`config.mk`:
```
export PLATFORM = sky130hd
export DESIGN_NAME = adts_header_sync_parser_core
export DESIGN_NICKNAME = d
export VERILOG_FILES = /design/src/sv/ahsp_pkg.sv /design/src/sv/adts_header_sync_parser_core.sv /design/src/sv/ahsp_unpack.sv
export VERILOG_INCLUDE_DIRS = /design/src /design/src/sv
export SDC_FILE = /design/constraint.sdc
export NUM_CORES = 1
export LEC_CHECK = 0
export BUFFER_PORTS_ARGS = -buffer_cell sky130_fd_sc_hd__buf_4
export CAP_MARGIN = 30
export CORE_MARGIN = 2
export CORE_UTILIZATION = 57
export DETAILED_ROUTE_END_ITERATION = 8
export GPL_TIMING_DRIVEN = 0
export PLACE_DENSITY = 0.87
export SLEW_MARGIN = 20
export SYNTH_ARGS = -nofsm -noshare
export SYNTH_HDL_FRONTEND = slang
export SYNTH_SLANG_ARGS = --single-unit
```
`constraint.sdc`:
```
create_clock -name clk_i -period 4.38 [get_ports clk_i]
set_input_delay 0.657 -clock clk_i [delete_from_list [all_inputs] [get_ports clk_i]]
set_output_delay 0.657 -clock clk_i [all_outputs]
set_load 0.01 [all_outputs]
```
`src/sv/adts_header_sync_parser_core_defines.svh`:
```
// Assertion macros shared by the ADTS header parser RTL.
`ifndef ADTS_HEADER_SYNC_PARSER_CORE_DEFINES_SVH
`define ADTS_HEADER_SYNC_PARSER_CORE_DEFINES_SVH

`ifndef NO_ASSERTIONS
// Same-cycle implication, checked on every clock edge outside reset.
`define AHSP_ASSERT_IMP(lbl, ante, cons) \
  lbl: assert property (@(posedge clk_i) disable iff (!rst_ni) (ante) |-> (cons)) \
    else $error("ahsp assertion failed");
// Next-cycle implication, checked on every clock edge outside reset.
`define AHSP_ASSERT_NXT(lbl, ante, cons) \
  lbl: assert property (@(posedge clk_i) disable iff (!rst_ni) (ante) |=> (cons)) \
    else $error("ahsp assertion failed");
`else
`define AHSP_ASSERT_IMP(lbl, ante, cons)
`define AHSP_ASSERT_NXT(lbl, ante, cons)
`endif

`endif

```
`src/sv/ahsp_pkg.sv`:
```
// Types and constants for the ADTS header sync parser.
`timescale 1ns / 1ps

package ahsp_pkg;

  // Sync pattern and header geometry
  localparam logic [7:0] SYNC_BYTE     = 8'hFF;
  localparam logic [3:0] SYNC_NIBBLE   = 4'hF;
  localparam logic [2:0] SYNC_HELD     = 3'd2;
  localparam logic [2:0] LAST_HELD     = 3'd6;
  localparam int unsigned HdrBytes     = 7;
  localparam int unsigned RateReserved = 13;
  localparam int unsigned HoldBits     = 8 * 5;
  localparam int unsigned BodyBits     = 8 * 6;

  typedef enum logic [1:0] {
    ERR_OK     = 2'd0,
    ERR_LAYER  = 2'd1,
    ERR_LENGTH = 2'd2,
    ERR_RATE   = 2'd3
  } ahsp_err_e;

  typedef struct packed {
    logic [7:0] data_byte;
    logic       buffer_end;
  } ahsp_in_t;

  typedef struct packed {
    ahsp_err_e   error_code;
    logic        mpeg_id;
    logic [1:0]  layer_bits;
    logic        crc_absent;
    logic [1:0]  profile;
    logic [3:0]  rate_index;
    logic [2:0]  channel_config;
    logic [4:0]  misc_bits;
    logic [12:0] frame_length;
    logic [10:0] buffer_fullness;
    logic [1:0]  raw_block_count;
  } ahsp_out_t;

endpackage

```
`src/sv/adts_header_sync_parser_core.sv`:
```
// Top level of the ADTS header sync parser: sync hunt, header collect, result buffer.
// Takes one byte per cycle unless stalled; a header result is loaded into the result
// register when its seventh byte is accepted, or into one skid entry if that register is held.
// Throughput is one byte per cycle; input stalls only while the skid entry is full.
// Reset (asynchronous, active low) clears hunt/collect state and both result valids.
`timescale 1ns / 1ps
`include "adts_header_sync_parser_core_defines.svh"

module adts_header_sync_parser_core (
  input  logic                clk_i,
  input  logic                rst_ni,
  input  logic                in_valid_i,
  output logic                in_stall_o,
  input  ahsp_pkg::ahsp_in_t  in_data_i,
  output logic                out_valid_o,
  input  logic                out_stall_i,
  output ahsp_pkg::ahsp_out_t out_data_o
);

  logic [7:0]                    prev_byte_q, prev_byte_d;
  logic                          prev_valid_q, prev_valid_d;
  logic                          collecting_q, collecting_d;
  logic [2:0]                    held_q, held_d;
  logic [ahsp_pkg::HoldBits-1:0] hdr_q, hdr_d;
  ahsp_pkg::ahsp_out_t           out_q, skid_q, res_new;
  logic                          out_valid_q, skid_valid_q;
  logic                          in_acc, out_take, res_fire, sync_hit;

  assign in_stall_o  = skid_valid_q;
  assign out_valid_o = out_valid_q;
  assign out_data_o  = out_q;
  assign in_acc      = in_valid_i && !in_stall_o;
  assign out_take    = out_valid_q && !out_stall_i;

  assign sync_hit = prev_valid_q && (prev_byte_q == ahsp_pkg::SYNC_BYTE) &&
                    (in_data_i.data_byte[7:4] == ahsp_pkg::SYNC_NIBBLE);
  assign res_fire = in_acc && collecting_q && (held_q == ahsp_pkg::LAST_HELD);

  // Unpack the completed header with the current byte as its last
  ahsp_unpack u_unpack (
    .hdr_i ({hdr_q, in_data_i.data_byte}),
    .res_o (res_new)
  );

  // Hunt and collect next state
  always_comb begin
    prev_byte_d  = prev_byte_q;
    prev_valid_d = prev_valid_q;
    collecting_d = collecting_q;
    held_d       = held_q;
    hdr_d        = hdr_q;
    if (in_acc) begin
      if (collecting_q) begin
        hdr_d = {hdr_q[ahsp_pkg::HoldBits-9:0], in_data_i.data_byte};
        if (held_q == ahsp_pkg::LAST_HELD) begin
          collecting_d = 1'b0;
          held_d       = 3'd0;
          prev_valid_d = 1'b0;
        end else begin
          held_d = held_q + 3'd1;
        end
      end else if (sync_hit) begin
        hdr_d        = {hdr_q[ahsp_pkg::HoldBits-9:0], in_data_i.data_byte};
        held_d       = ahsp_pkg::SYNC_HELD;
        collecting_d = 1'b1;
        prev_valid_d = 1'b0;
      end else begin
        prev_byte_d  = in_data_i.data_byte;
        prev_valid_d = 1'b1;
      end
      // Drop partial state at a buffer end
      if (in_data_i.buffer_end) begin
        collecting_d = 1'b0;
        held_d       = 3'd0;
        prev_valid_d = 1'b0;
      end
    end
  end

  // Control state
  always_ff @(posedge clk_i or negedge rst_ni) begin
    if (!rst_ni) begin
      prev_valid_q <= 1'b0;
      collecting_q <= 1'b0;
      held_q       <= 3'd0;
    end else begin
      prev_valid_q <= prev_valid_d;
      collecting_q <= collecting_d;
      held_q       <= held_d;
    end
  end

  // Byte payload
  always_ff @(posedge clk_i) begin
    prev_byte_q <= prev_byte_d;
    hdr_q       <= hdr_d;
  end

  // Result register and skid entry valids
  always_ff @(posedge clk_i or negedge rst_ni) begin
    if (!rst_ni) begin
      out_valid_q  <= 1'b0;
      skid_valid_q <= 1'b0;
    end else if (skid_valid_q) begin
      if (out_take) begin
        skid_valid_q <= 1'b0;
      end
    end else if (res_fire) begin
      if (!out_valid_q || out_take) begin
        out_valid_q <= 1'b1;
      end else begin
        skid_valid_q <= 1'b1;
      end
    end else if (out_take) begin
      out_valid_q <= 1'b0;
    end
  end

  // Result register and skid entry payload
  always_ff @(posedge clk_i) begin
    if (skid_valid_q) begin
      if (out_take) begin
        out_q <= skid_q;
      end
    end else if (res_fire) begin
      if (!out_valid_q || out_take) begin
        out_q <= res_new;
      end else begin
        skid_q <= res_new;
      end
    end
  end

  `AHSP_ASSERT_IMP(a_skid_needs_out, skid_valid_q, out_valid_q)
  `AHSP_ASSERT_IMP(a_held_range, collecting_q, (held_q >= ahsp_pkg::SYNC_HELD) && (held_q <= ahsp_pkg::LAST_HELD))
  `AHSP_ASSERT_IMP(a_hunt_empty, !collecting_q, held_q == 3'd0)
  `AHSP_ASSERT_NXT(a_header_gives_beat, res_fire, out_valid_q)

endmodule

```
`src/sv/ahsp_unpack.sv`:
```
// Field unpacking and validity checks for one ADTS header (fixed and variable parts).
`timescale 1ns / 1ps

module ahsp_unpack (
  input  logic [ahsp_pkg::BodyBits-1:0] hdr_i,
  output ahsp_pkg::ahsp_out_t           res_o
);

  logic [7:0] b1, b2, b3, b4, b5, b6;

  // Split the header body (second through seventh byte)
  assign b1 = hdr_i[47:40];
  assign b2 = hdr_i[39:32];
  assign b3 = hdr_i[31:24];
  assign b4 = hdr_i[23:16];
  assign b5 = hdr_i[15:8];
  assign b6 = hdr_i[7:0];

  // Unpack fields and pick the first failing check
  always_comb begin
    res_o.mpeg_id         = b1[3];
    res_o.layer_bits      = b1[2:1];
    res_o.crc_absent      = b1[0];
    res_o.profile         = b2[7:6];
    res_o.rate_index      = b2[5:2];
    res_o.channel_config  = {b2[0], b3[7:6]};
    res_o.misc_bits       = {b2[1], b3[5:2]};
    res_o.frame_length    = {b3[1:0], b4, b5[7:5]};
    res_o.buffer_fullness = {b5[4:0], b6[7:2]};
    res_o.raw_block_count = b6[1:0];

    if (res_o.layer_bits != 2'd0) begin
      res_o.error_code = ahsp_pkg::ERR_LAYER;
    end else if (res_o.frame_length < 13'(ahsp_pkg::HdrBytes)) begin
      res_o.error_code = ahsp_pkg::ERR_LENGTH;
    end else if (res_o.rate_index >= 4'(ahsp_pkg::RateReserved)) begin
      res_o.error_code = ahsp_pkg::ERR_RATE;
    end else begin
      res_o.error_code = ahsp_pkg::ERR_OK;
    end
  end

endmodule
```
### Yosys cells after proc, flatten, opt, wreduce, memory -nomap -nowiden

Cells that the tools add are included.

* bits in registers: 143
* bits in latches: 0
* bits in writable memories: 0
* memory bits (read-only): 0
* memories: 0
* word-level logic and storage cells: 93

* bitwise operators: 4
* $mul: 0
* multiplexer cells: 28
* shifts and indexed selects: 0
* add/sub/neg operators: 1
* divide/modulo/power cells: 0
* equal/unequal tests: 6
* magnitude comparators: 2
* reductions and logical operators: 23

Operators with widths (count)
* two-way mux 46 bit: 4
* two-way mux 36 bit: 2
* two-way mux 1 bit: 15
* < comparator 13 x 3 -> 1 bit, second input constant: 1
* two-way mux 3 bit: 4
* AND reduction 3 bit: 4
* nonzero test 2 bit: 5
* equality test 8 bit, second input constant: 1
* logical AND 1 bit: 6
* two-way mux 2 bit: 3
* AND reduction 2 bit: 3
* equality test 4 bit, second input constant: 1
* greater-or-equal comparator 4 bit, second input constant: 1
* != test 2 x 1 -> 1 bit, second input constant: 2
* inverter 1 bit: 4
* adder 3 x 1 -> 3 bit, second input constant: 1
* equality test 3 bit, second input constant: 1
* zero test 1 bit: 3
* != test 3 x 2 -> 1 bit, second input constant: 1
* nonzero test 3 bit: 1
* logical OR 1 bit: 1

### Depth between registers and ports, before layout

Gate-level depths: netlist (run 1).

* depth in word-level cells: 7
* mapped depth: 6

### Modules after synthesis

Synthesis (run 1) repeated with hierarchy kept, for this count alone.

* cells, all modules: 296
* area, all modules: 5574.1 um^2

By module, submodules not included
* adts_header_sync_parser_core: instances 1, area an instance 5187.5 um^2, sequential area each 4379.2 um^2, cells an instance 243
* ahsp_unpack: instances 1, area an instance 386.6 um^2, sequential area each 0.0 um^2, cells an instance 53

### Worst setup path before layout (run 1)

No wires, ideal clock.

* path type: input-to-reg
* start point: input in_valid_i
* end point: register out_q (netlist bit out_data_o[0]) (enable)
* library setup time: 465 ps
* arrival time: 3349 ps
* setup slack: 566 ps
* stages on the path: 4
* path buffers: 0
* cells stage by stage: and3b_1 -> nor2b_1 -> a21oi_1 -> a21oi_1

* word-level cells in the longest chain between the ends: 5

RTL lines
* start: declaration: line adts_header_sync_parser_core.sv:12 `input logic in_valid_i,`
* logical AND 1 bit: line adts_header_sync_parser_core.sv:32 `assign in_acc = in_valid_i && !in_stall_o;`
* logical AND 1 bit (2 in series): line adts_header_sync_parser_core.sv:37 `assign res_fire = in_acc && collecting_q && (held_q == ahsp_pkg::LAST_HELD);`
* nonzero test 2 bit (no source line)
* AND reduction 3 bit (no source line)
* end signal: assignment: line adts_header_sync_parser_core.sv:123 `out_q <= skid_q;`
* end signal: assignment: line adts_header_sync_parser_core.sv:127 `out_q <= res_new;`
* end: declaration: line adts_header_sync_parser_core.sv:25 `ahsp_pkg::ahsp_out_t out_q, skid_q, res_new;`

Every way passes these cells.
A chain may end at the register's enable or synchronous reset.

### Final worst setup path (run 1)

* start point: register skid_valid_q, in the netlist in_stall_o
* end point: register skid_q[44] in the netlist's numbering (enable)

* word-level cells in the longest chain between the ends: 5
* elaborated cells between the ends (all ways): 6
* classes of those cells: bitwise: 1; reduce/logical: 5

RTL lines
* start: declaration: line adts_header_sync_parser_core.sv:26 `logic out_valid_q, skid_valid_q;`
* start signal: assignment: line adts_header_sync_parser_core.sv:103 `skid_valid_q <= 1'b0;`
* start signal: assignment: line adts_header_sync_parser_core.sv:106 `skid_valid_q <= 1'b0;`
* start signal: assignment: line adts_header_sync_parser_core.sv:112 `skid_valid_q <= 1'b1;`
* zero test 1 bit: line adts_header_sync_parser_core.sv:32
* logical AND 1 bit: line adts_header_sync_parser_core.sv:32
* logical AND 1 bit (2 in series): line adts_header_sync_parser_core.sv:37
* AND reduction 3 bit (no source line) (*)
* end signal: assignment: line adts_header_sync_parser_core.sv:129 `skid_q <= res_new;`
* end: declaration: line adts_header_sync_parser_core.sv:25

Every way passes the cells marked *; elsewhere a longest branch is shown, timed or not.

==> reports/qor.txt, run 1 <==
status - complete, no violations
Worst Tran Pin Value - 0.6086 ns
post-synthesis sequential area ratio - 82.00%
fin worst setup slack - 2.096 ns
Placed Instances - 423
top-count cell post-synth - edfxtp_1
total wire length - 9065 um
Sw Share - 20.19%
Final Skew - 0.01137 ns
post-DP HPWL - 5618 um
DRT Pass-1 Iters - 4
Post-Layout Cell Count - 456
Clock Latency Late Sink - 0.52 ns
largest net degree at the start of global routing - 29
Syn Nets - 264
Hold Vio Cnt, Final - 0
Post-CTS Setup Bufs - 0
Setup crit end kind - flip-flop
Setup Slack @ Placement - 1.966 ns
#FFs+latches synth - 143
Final ANT Viol Nets - 0
Area contributors post-synth - edfxtp_1, mux2_2, dfrtp_1
hold buffers post-CTS - 1
Compound-Gate Fraction of Synth Area - 2.915%
Resize count post-CTS - 0
RSZ-0062 raised after global routing - false
Synthesis Warnings - 0
CP cell instances - clkbuf_2, and3b_1, nor2b_1, and3_2, buf_12
Initial Utilization - 59.27%
Req. time, crit path - 4.59 ns
grt total ovfl - 0
Port Buf Inserts - 60
combinational share of power - 4.1%
FMAX - 437.8 MHz
adder-cell area share of the yosys netlist - 0%
Post-synth EDFFs - 136
Slowest Stage Delay on Critical Path - 0.56 ns
average vias per placed instance - 5.671
Die Wd - 99.46 um
Worst EP arrival - 2.49 ns
post-route cell area - 0.006471 mm2
area post-placement - 0.005894 mm2
Avg WL per Cell - 19.88 um
Final nets - 348
fin crit period - 2.284 ns
CTS buffer count - 17
sequential power share - 51.3%
number of fill cells - 497
leading area contributor after synthesis - edfxtp_1
ys async rst share - 4.895%
worst hold path endpoint - skid_q[3]
Root Driver - clkbuf_8
vias in the first global route - 2755
top-area cell type share of the netlist area - 78.63%
post-synthesis mux area share - 10.36%
slowest cell on the critical path - and3_2
fraction of layout cells with a size suffix above 1 - 43.68%
Psw - 0.6215 mW
CTS clock-pin slew for the worst setup and hold paths - 0.06 ns
synthesized area - 0.005194 mm2
die height - 99.46 um
worst vdd ir - 0.3240 mV
WS Path Type - flip-flop to flip-flop
Worst R2R Setup Slack - 2.10 ns
global-route wire length before repair - 14450 um
Max-Cap Viols - 0
XOR/XNOR share of the synthesized area - 0%
row cnt - 34
RR Startpoint - in_stall_o
Mapped Cells - 251
H-tree depth - 4
reg2reg end - skid_q[44]
kind of start point of the critical path - flip-flop
Ant. Diodes - 0
CTS tree - yes
Yosys cell types - 35
Clk pwr share - 44.6%
initial antenna violation count - 0
drt drc - 0
die area - 0.009891 mm2
Layout area overhead - 24.60%
worst reg2reg path depth - 5
Pwr Density - 475.8 mW/mm2
hold depth - 1
Finish-stage setup viols - 0
total clock sinks - 143
hold crit path type - input port to flip-flop
period utilization - 52.15%
Max-slew headroom - 59.35%
Synth Area per Inst - 20.69 um2
Pleak - 2.243 nW
min-delay src - in_data_i[4]
Via Count - 2586
initial drt markers - 172
I/O Pins - 61
Main synth FF type - edfxtp_1
crit path max fanout - 28
Synth top cells by count - edfxtp_1, mux2_2, nand2_1
largest family of logic cells by synthesized area - multiplexers
CORE AREA - 0.008763 mm2
clock tree buffer depth - 2
Slew Limit Fails - 0
Tot GR Track Use - 20.13%
global placer's final weighted congestion - 0.7710
simple logic cell fraction of the synthesized area - 3.686%
internal power - 2.457 mW
==> metal layers <==
metal | wire (um) | global-route usage [%] | part of all wire, %
met1 | 3649 | 24.26 | 40
met2 | 4766 | 32.74 | 53
met3 | 529 | 7.590 | 5.8
met4 | 119 | 8.851 | 1.3
met5 | 0 | 0 | 0
==> placed cells by master, fill, tap and decap left out, types with 2 or more instances in the layout <==
| cell | count |
|---|---|
| clkinv_1 | 5 |
| clkbuf_16 | 16 |
| dfrtp_1 | 7 |
| nand2_1 | 9 |
| clkinv_2 | 2 |
| mux2_2 | 45 |
| edfxtp_1 | 136 |
| buf_16 | 2 |
| buf_2 | 5 |
| bufinv_16 | 3 |
| clkinvlp_4 | 4 |
| and4_1 | 2 |
| buf_4 | 60 |
| nor2b_1 | 3 |
| a21oi_1 | 4 |
| inv_1 | 2 |
| a22oi_1 | 2 |
| mux2i_1 | 2 |
| clkbuf_2 | 2 |
| o21ai_1 | 3 |
| nor4_2 | 2 |
| buf_12 | 2 |
| nor2_1 | 4 |
==> cell families (layout without fill, tap and decap cells) <==
| family | Yosys count | count (layout) |
|---|---|---|
| AND/OR/NAND/NOR | 31 | 31 |
| AO/OA/AOI/OAI | 19 | 19 |
| multiplexers | 48 | 48 |
| flip-flops | 143 | 143 |
| buffers and inverters | 10 | 107 |
==> sequential cells by signal, summed over array words and instances, names as in the netlist, 3 cells and up <==
signal	flops
skid_q	46
out_data_o	46
hdr_q	36
prev_byte_q	8
held_q	3
==> worst max path at each step <==
stage,from,end,slack [ns]
5_1_grt,in_stall_o,skid_q[29],1.96
3_3_place_gp,in_valid_i,out_data_o[18],-0.59
6_report,in_stall_o,skid_q[44],2.10
3_5_place_dp,in_valid_i,skid_q[40],1.97
4_1_cts,in_stall_o,skid_q[36],2.10
2_1_floorplan,in_valid_i,out_data_o[0],0.57
==> power groups by stage <==
stage | Clock [mW] | Combinational (mW) | Sequential, mW
after floorplan | 0 | 0.0815 | 1.60
after global placement | 0 | 0.108 | 1.60
after detailed placement | 0 | 0.124 | 1.61
after CTS | 1.39 | 0.127 | 1.58
after global routing | 1.45 | 0.138 | 1.58
final | 1.37 | 0.127 | 1.58
==> critical path: cells and delay by family, from the launching register on <==
family                 cells  cell delay, ns
buffers and inverters      2            0.41
flip-flops                 1            0.38
AND/OR/NAND/NOR            3            1.17
==> layout make-up <==
type | count | area, um2 | share of cell area (%)
inverter | 2 | 7.507 | 0.1160
clock buffer | 18 | 417.9 | 6.458
clock inverter | 14 | 148.9 | 2.301
tap | 108 | 135.1 | 2.088
multi-input combinational | 98 | 900.9 | 13.92
buffer | 8 | 46.29 | 0.7154
sequential | 143 | 4259 | 65.82
timing repair buffer | 65 | 555.5 | 8.585
==> metrics by stage <==
stage | setup TNS, ns | total power [mW] | hold slack [ns] | utilization (%)
floorplan | 0 | 1.678 | 0.3614 | -
global placement | -26.82 | 1.712 | 0.4333 | 65.95
detailed placement | 0 | 1.730 | 0.4352 | 67.26
CTS | 0 | 3.096 | 0.3355 | 73.84
global route | 0 | 3.173 | 0.3246 | 73.84
finish | 0 | 3.079 | 0.3563 | 73.84
Power figures use the tool's default switching activity.
==> inputs of run 2 (changes only) <==
- ABC_AREA: unset -> 1
- CORE_UTILIZATION: 57 -> 52
- PLACE_DENSITY: 0.87 -> 0.84
- clock period: 4.38 -> 2 ns (I/O delays scaled with it)
==> run 2 against run 1 <==
Clock skew shrank 0.0035 ns. Combinational power rose by 86%. Power increased by 110%. Global-route usage decreased by 0.20 points. Die area up 10%. Sequential power up 120%. Sequential share of layout area decreased by 1.8 points. Synthesized area up 1.2%. Largest cell class unchanged. Core utilization fell by 5.8 points. Routed wire length up 11%.
==> reports/qor.txt, run 2 <==
CTS tree - yes
metal3 WL - 647 um
fraction of layout cells with a size suffix above 1 - 25.89%
Placed Instances - 564
die area - 0.01093 mm2
Synth top cells by count - nand2_1, edfxtp_1, nor2_1
vias in the first global route - 3240
Post-synth EDFFs - 136
Port Buf Inserts - 60
fin crit period - 1.904 ns
drt drc - 0
met2 wire len - 5317 um
grt total ovfl - 0
top-area cell type share of the netlist area - 77.70%
Syn Nets - 382
Pleak - 2.611 nW
Ant. Diodes - 0
highest routed layer - met4
hold depth - 3
worst reg2reg path depth - 6
combinational share of power - 3.6%
WS Path Type - flip-flop to flip-flop
average vias per placed instance - 5.075
simple logic cell fraction of the synthesized area - 15.14%
synthesized area - 0.005256 mm2
Worst EP arrival - 2.06 ns
most common cell after layout, fill and taps aside - nand2_1
Slew Limit Fails - 0
number of fill cells - 659
total wire length - 10090 um
internal power - 5.210 mW
Synthesis Warnings - 0
I/O Pins - 61
FMAX - 525.2 MHz
Setup crit end kind - flip-flop
period utilization - 95.21%
largest net degree at the start of global routing - 28
kind of start point of the critical path - flip-flop
DRT Pass-1 Iters - 5
Worst Tran Pin Value - 0.6320 ns
worst vdd ir - 0.7426 mV
die height - 104.5 um
Via Count - 3106
area post-placement - 0.005949 mm2
CORE AREA - 0.009774 mm2
hold crit path type - input port to flip-flop
Sw Share - 19.74%
Layout area overhead - 26.54%
Initial Utilization - 53.78%
Final nets - 480
Worst R2R Setup Slack - 0.1 ns
Max-slew headroom - 57.82%
clock tree buffer depth - 2
post-DP HPWL - 6081 um
TNS Setup - 0 ns
RR Startpoint - in_stall_o
XOR/XNOR share of the synthesized area - 0%
Finish-stage setup viols - 0
Yosys cell types - 25
Main synth FF type - edfxtp_1
sequential power share - 52.5%
CTS buffer count - 17
Die Wd - 104.5 um
Post-Layout Cell Count - 612
most frequent cells in the layout - nand2_1, edfxtp_1, buf_4, clkbuf_16, nor2_1
Clock Latency Late Sink - 0.52 ns
row cnt - 36
Tot GR Track Use - 19.93%
leading area contributor after synthesis - edfxtp_1
adder-cell area share of the yosys netlist - 0%
total clock sinks - 143
CTS clock-pin slew for the worst setup and hold paths - 0.06 ns
top-count cell post-synth - nand2_1
M1 WL - 3875 um
Root Driver - clkbuf_8
global placer's final weighted congestion - 0.7913
initial drt markers - 241
Synth Area per Inst - 14.24 um2
post-synthesis mux area share - 0%
Psw - 1.281 mW
Mapped Cells - 369
status - complete, no violations
Avg WL per Cell - 16.48 um
global-route wire length before repair - 16220 um
ys async rst share - 4.895%
post-route cell area - 0.006651 mm2
Area contributors post-synth - edfxtp_1, nand2_1, dfrtp_1
Max-Cap Viols - 0
worst hold path endpoint - in_stall_o
Hold Vio Cnt, Final - 0
worst hold margin - 0.05152 ns
RSZ-0062 raised after global routing - false
crit path max fanout - 10
Pwr Density - 975.9 mW/mm2
H-tree depth - 4
Final ANT Viol Nets - 0
Req. time, crit path - 2.15 ns
#FFs+latches synth - 143
post-synthesis sequential area ratio - 81.03%
Clk pwr share - 43.8%
initial antenna violation count - 0
largest family of logic cells by synthesized area - simple AND/OR/NAND/NOR gates
Compound-Gate Fraction of Synth Area - 1.785%
min-delay src - out_stall_i
reg2reg end - out_data_o[7]
Final Skew - 0.007855 ns
## run 2: cell types whose count changed in the layout (fill, tap and decap cells not counted), moves of 6 or more
cell,before,now
nand2_1,9,154
nor2_1,4,14
clkbuf_1,1,7
inv_1,2,9
dlygate4sd3_1,1,9
mux2_2,45,0
## run 2: kinds of logic after synthesis
kind of cell    count (synthesis)
simple gates                  189
flops                         143
compound gates                 14
buf+inv                        23
## run 2: per-stage QoR
step / power, mW / setup slack, ns / utilization (%)
2_1_floorplan: 3.578 / -0.006696 / -
3_3_place_gp: 3.645 / -0.2707 / 60.43
3_5_place_dp: 3.672 / -0.2798 / 60.87
4_1_cts: 6.501 / 0.03794 / 67.43
5_1_grt: 6.689 / 0.01822 / 68.05
6_report: 6.491 / 0.09588 / 68.05
## run 2: power by group through the flow
stage | Sequential, mW | Combinational [mW] | Clock [mW]
final | 3.41 | 0.236 | 2.84
after global routing | 3.42 | 0.262 | 3.01
after CTS | 3.41 | 0.222 | 2.87
after detailed placement | 3.47 | 0.202 | 0
after global placement | 3.46 | 0.181 | 0
after floorplan | 3.46 | 0.122 | 0
## run 2: area by class of cell
type | instances | area (um2) | share of cell area [%]
Timing Repair inverter | 1 | 7.507 | 0.1129
Tap cell | 133 | 166.4 | 2.502
Timing Repair Buffer | 76 | 633.1 | 9.518
Clock buffer | 24 | 440.4 | 6.622
Inverter | 13 | 57.56 | 0.8653
Clock inverter | 7 | 88.84 | 1.336
Sequential cell | 143 | 4259 | 64.03
Buffer | 10 | 56.30 | 0.8465
Multi-Input combinational cell | 205 | 942.2 | 14.16
## run 2: worst max-delay path by stage
stage	startpoint	to	cells after the start
after floorplan	in_stall_o	out_data_o[0]	6
after global placement	in_stall_o	out_data_o[31]	6
after detailed placement	in_stall_o	skid_q[43]	6
after CTS	in_stall_o	skid_q[24]	6
after global routing	in_stall_o	skid_q[24]	6
final	in_stall_o	out_data_o[7]	6
## run 2: critical path: stages, from the launching register on
cell     delay [ns]
dfrtp_1        0.40
buf_6          0.16
inv_6          0.09
nand2_8        0.10
nor3_4         0.17
a21oi_2        0.11
nor2_2         0.51
## run 2: timing repair
action	CTS	global route
pin swaps	2	1
setup endpoints to repair	88	99
cloned	3	0
buffers inserted	0	5
gates resized for setup	1	2
hold endpoints to repair	27	0
hold buffers	9	0
## run 2: routing by layer
layer	up-vias	global-route usage, %
met2	123	35.01
met5	-	0
met4	0	8.880
li1	1468	-
met3	21	4.928
met1	1494	23.14
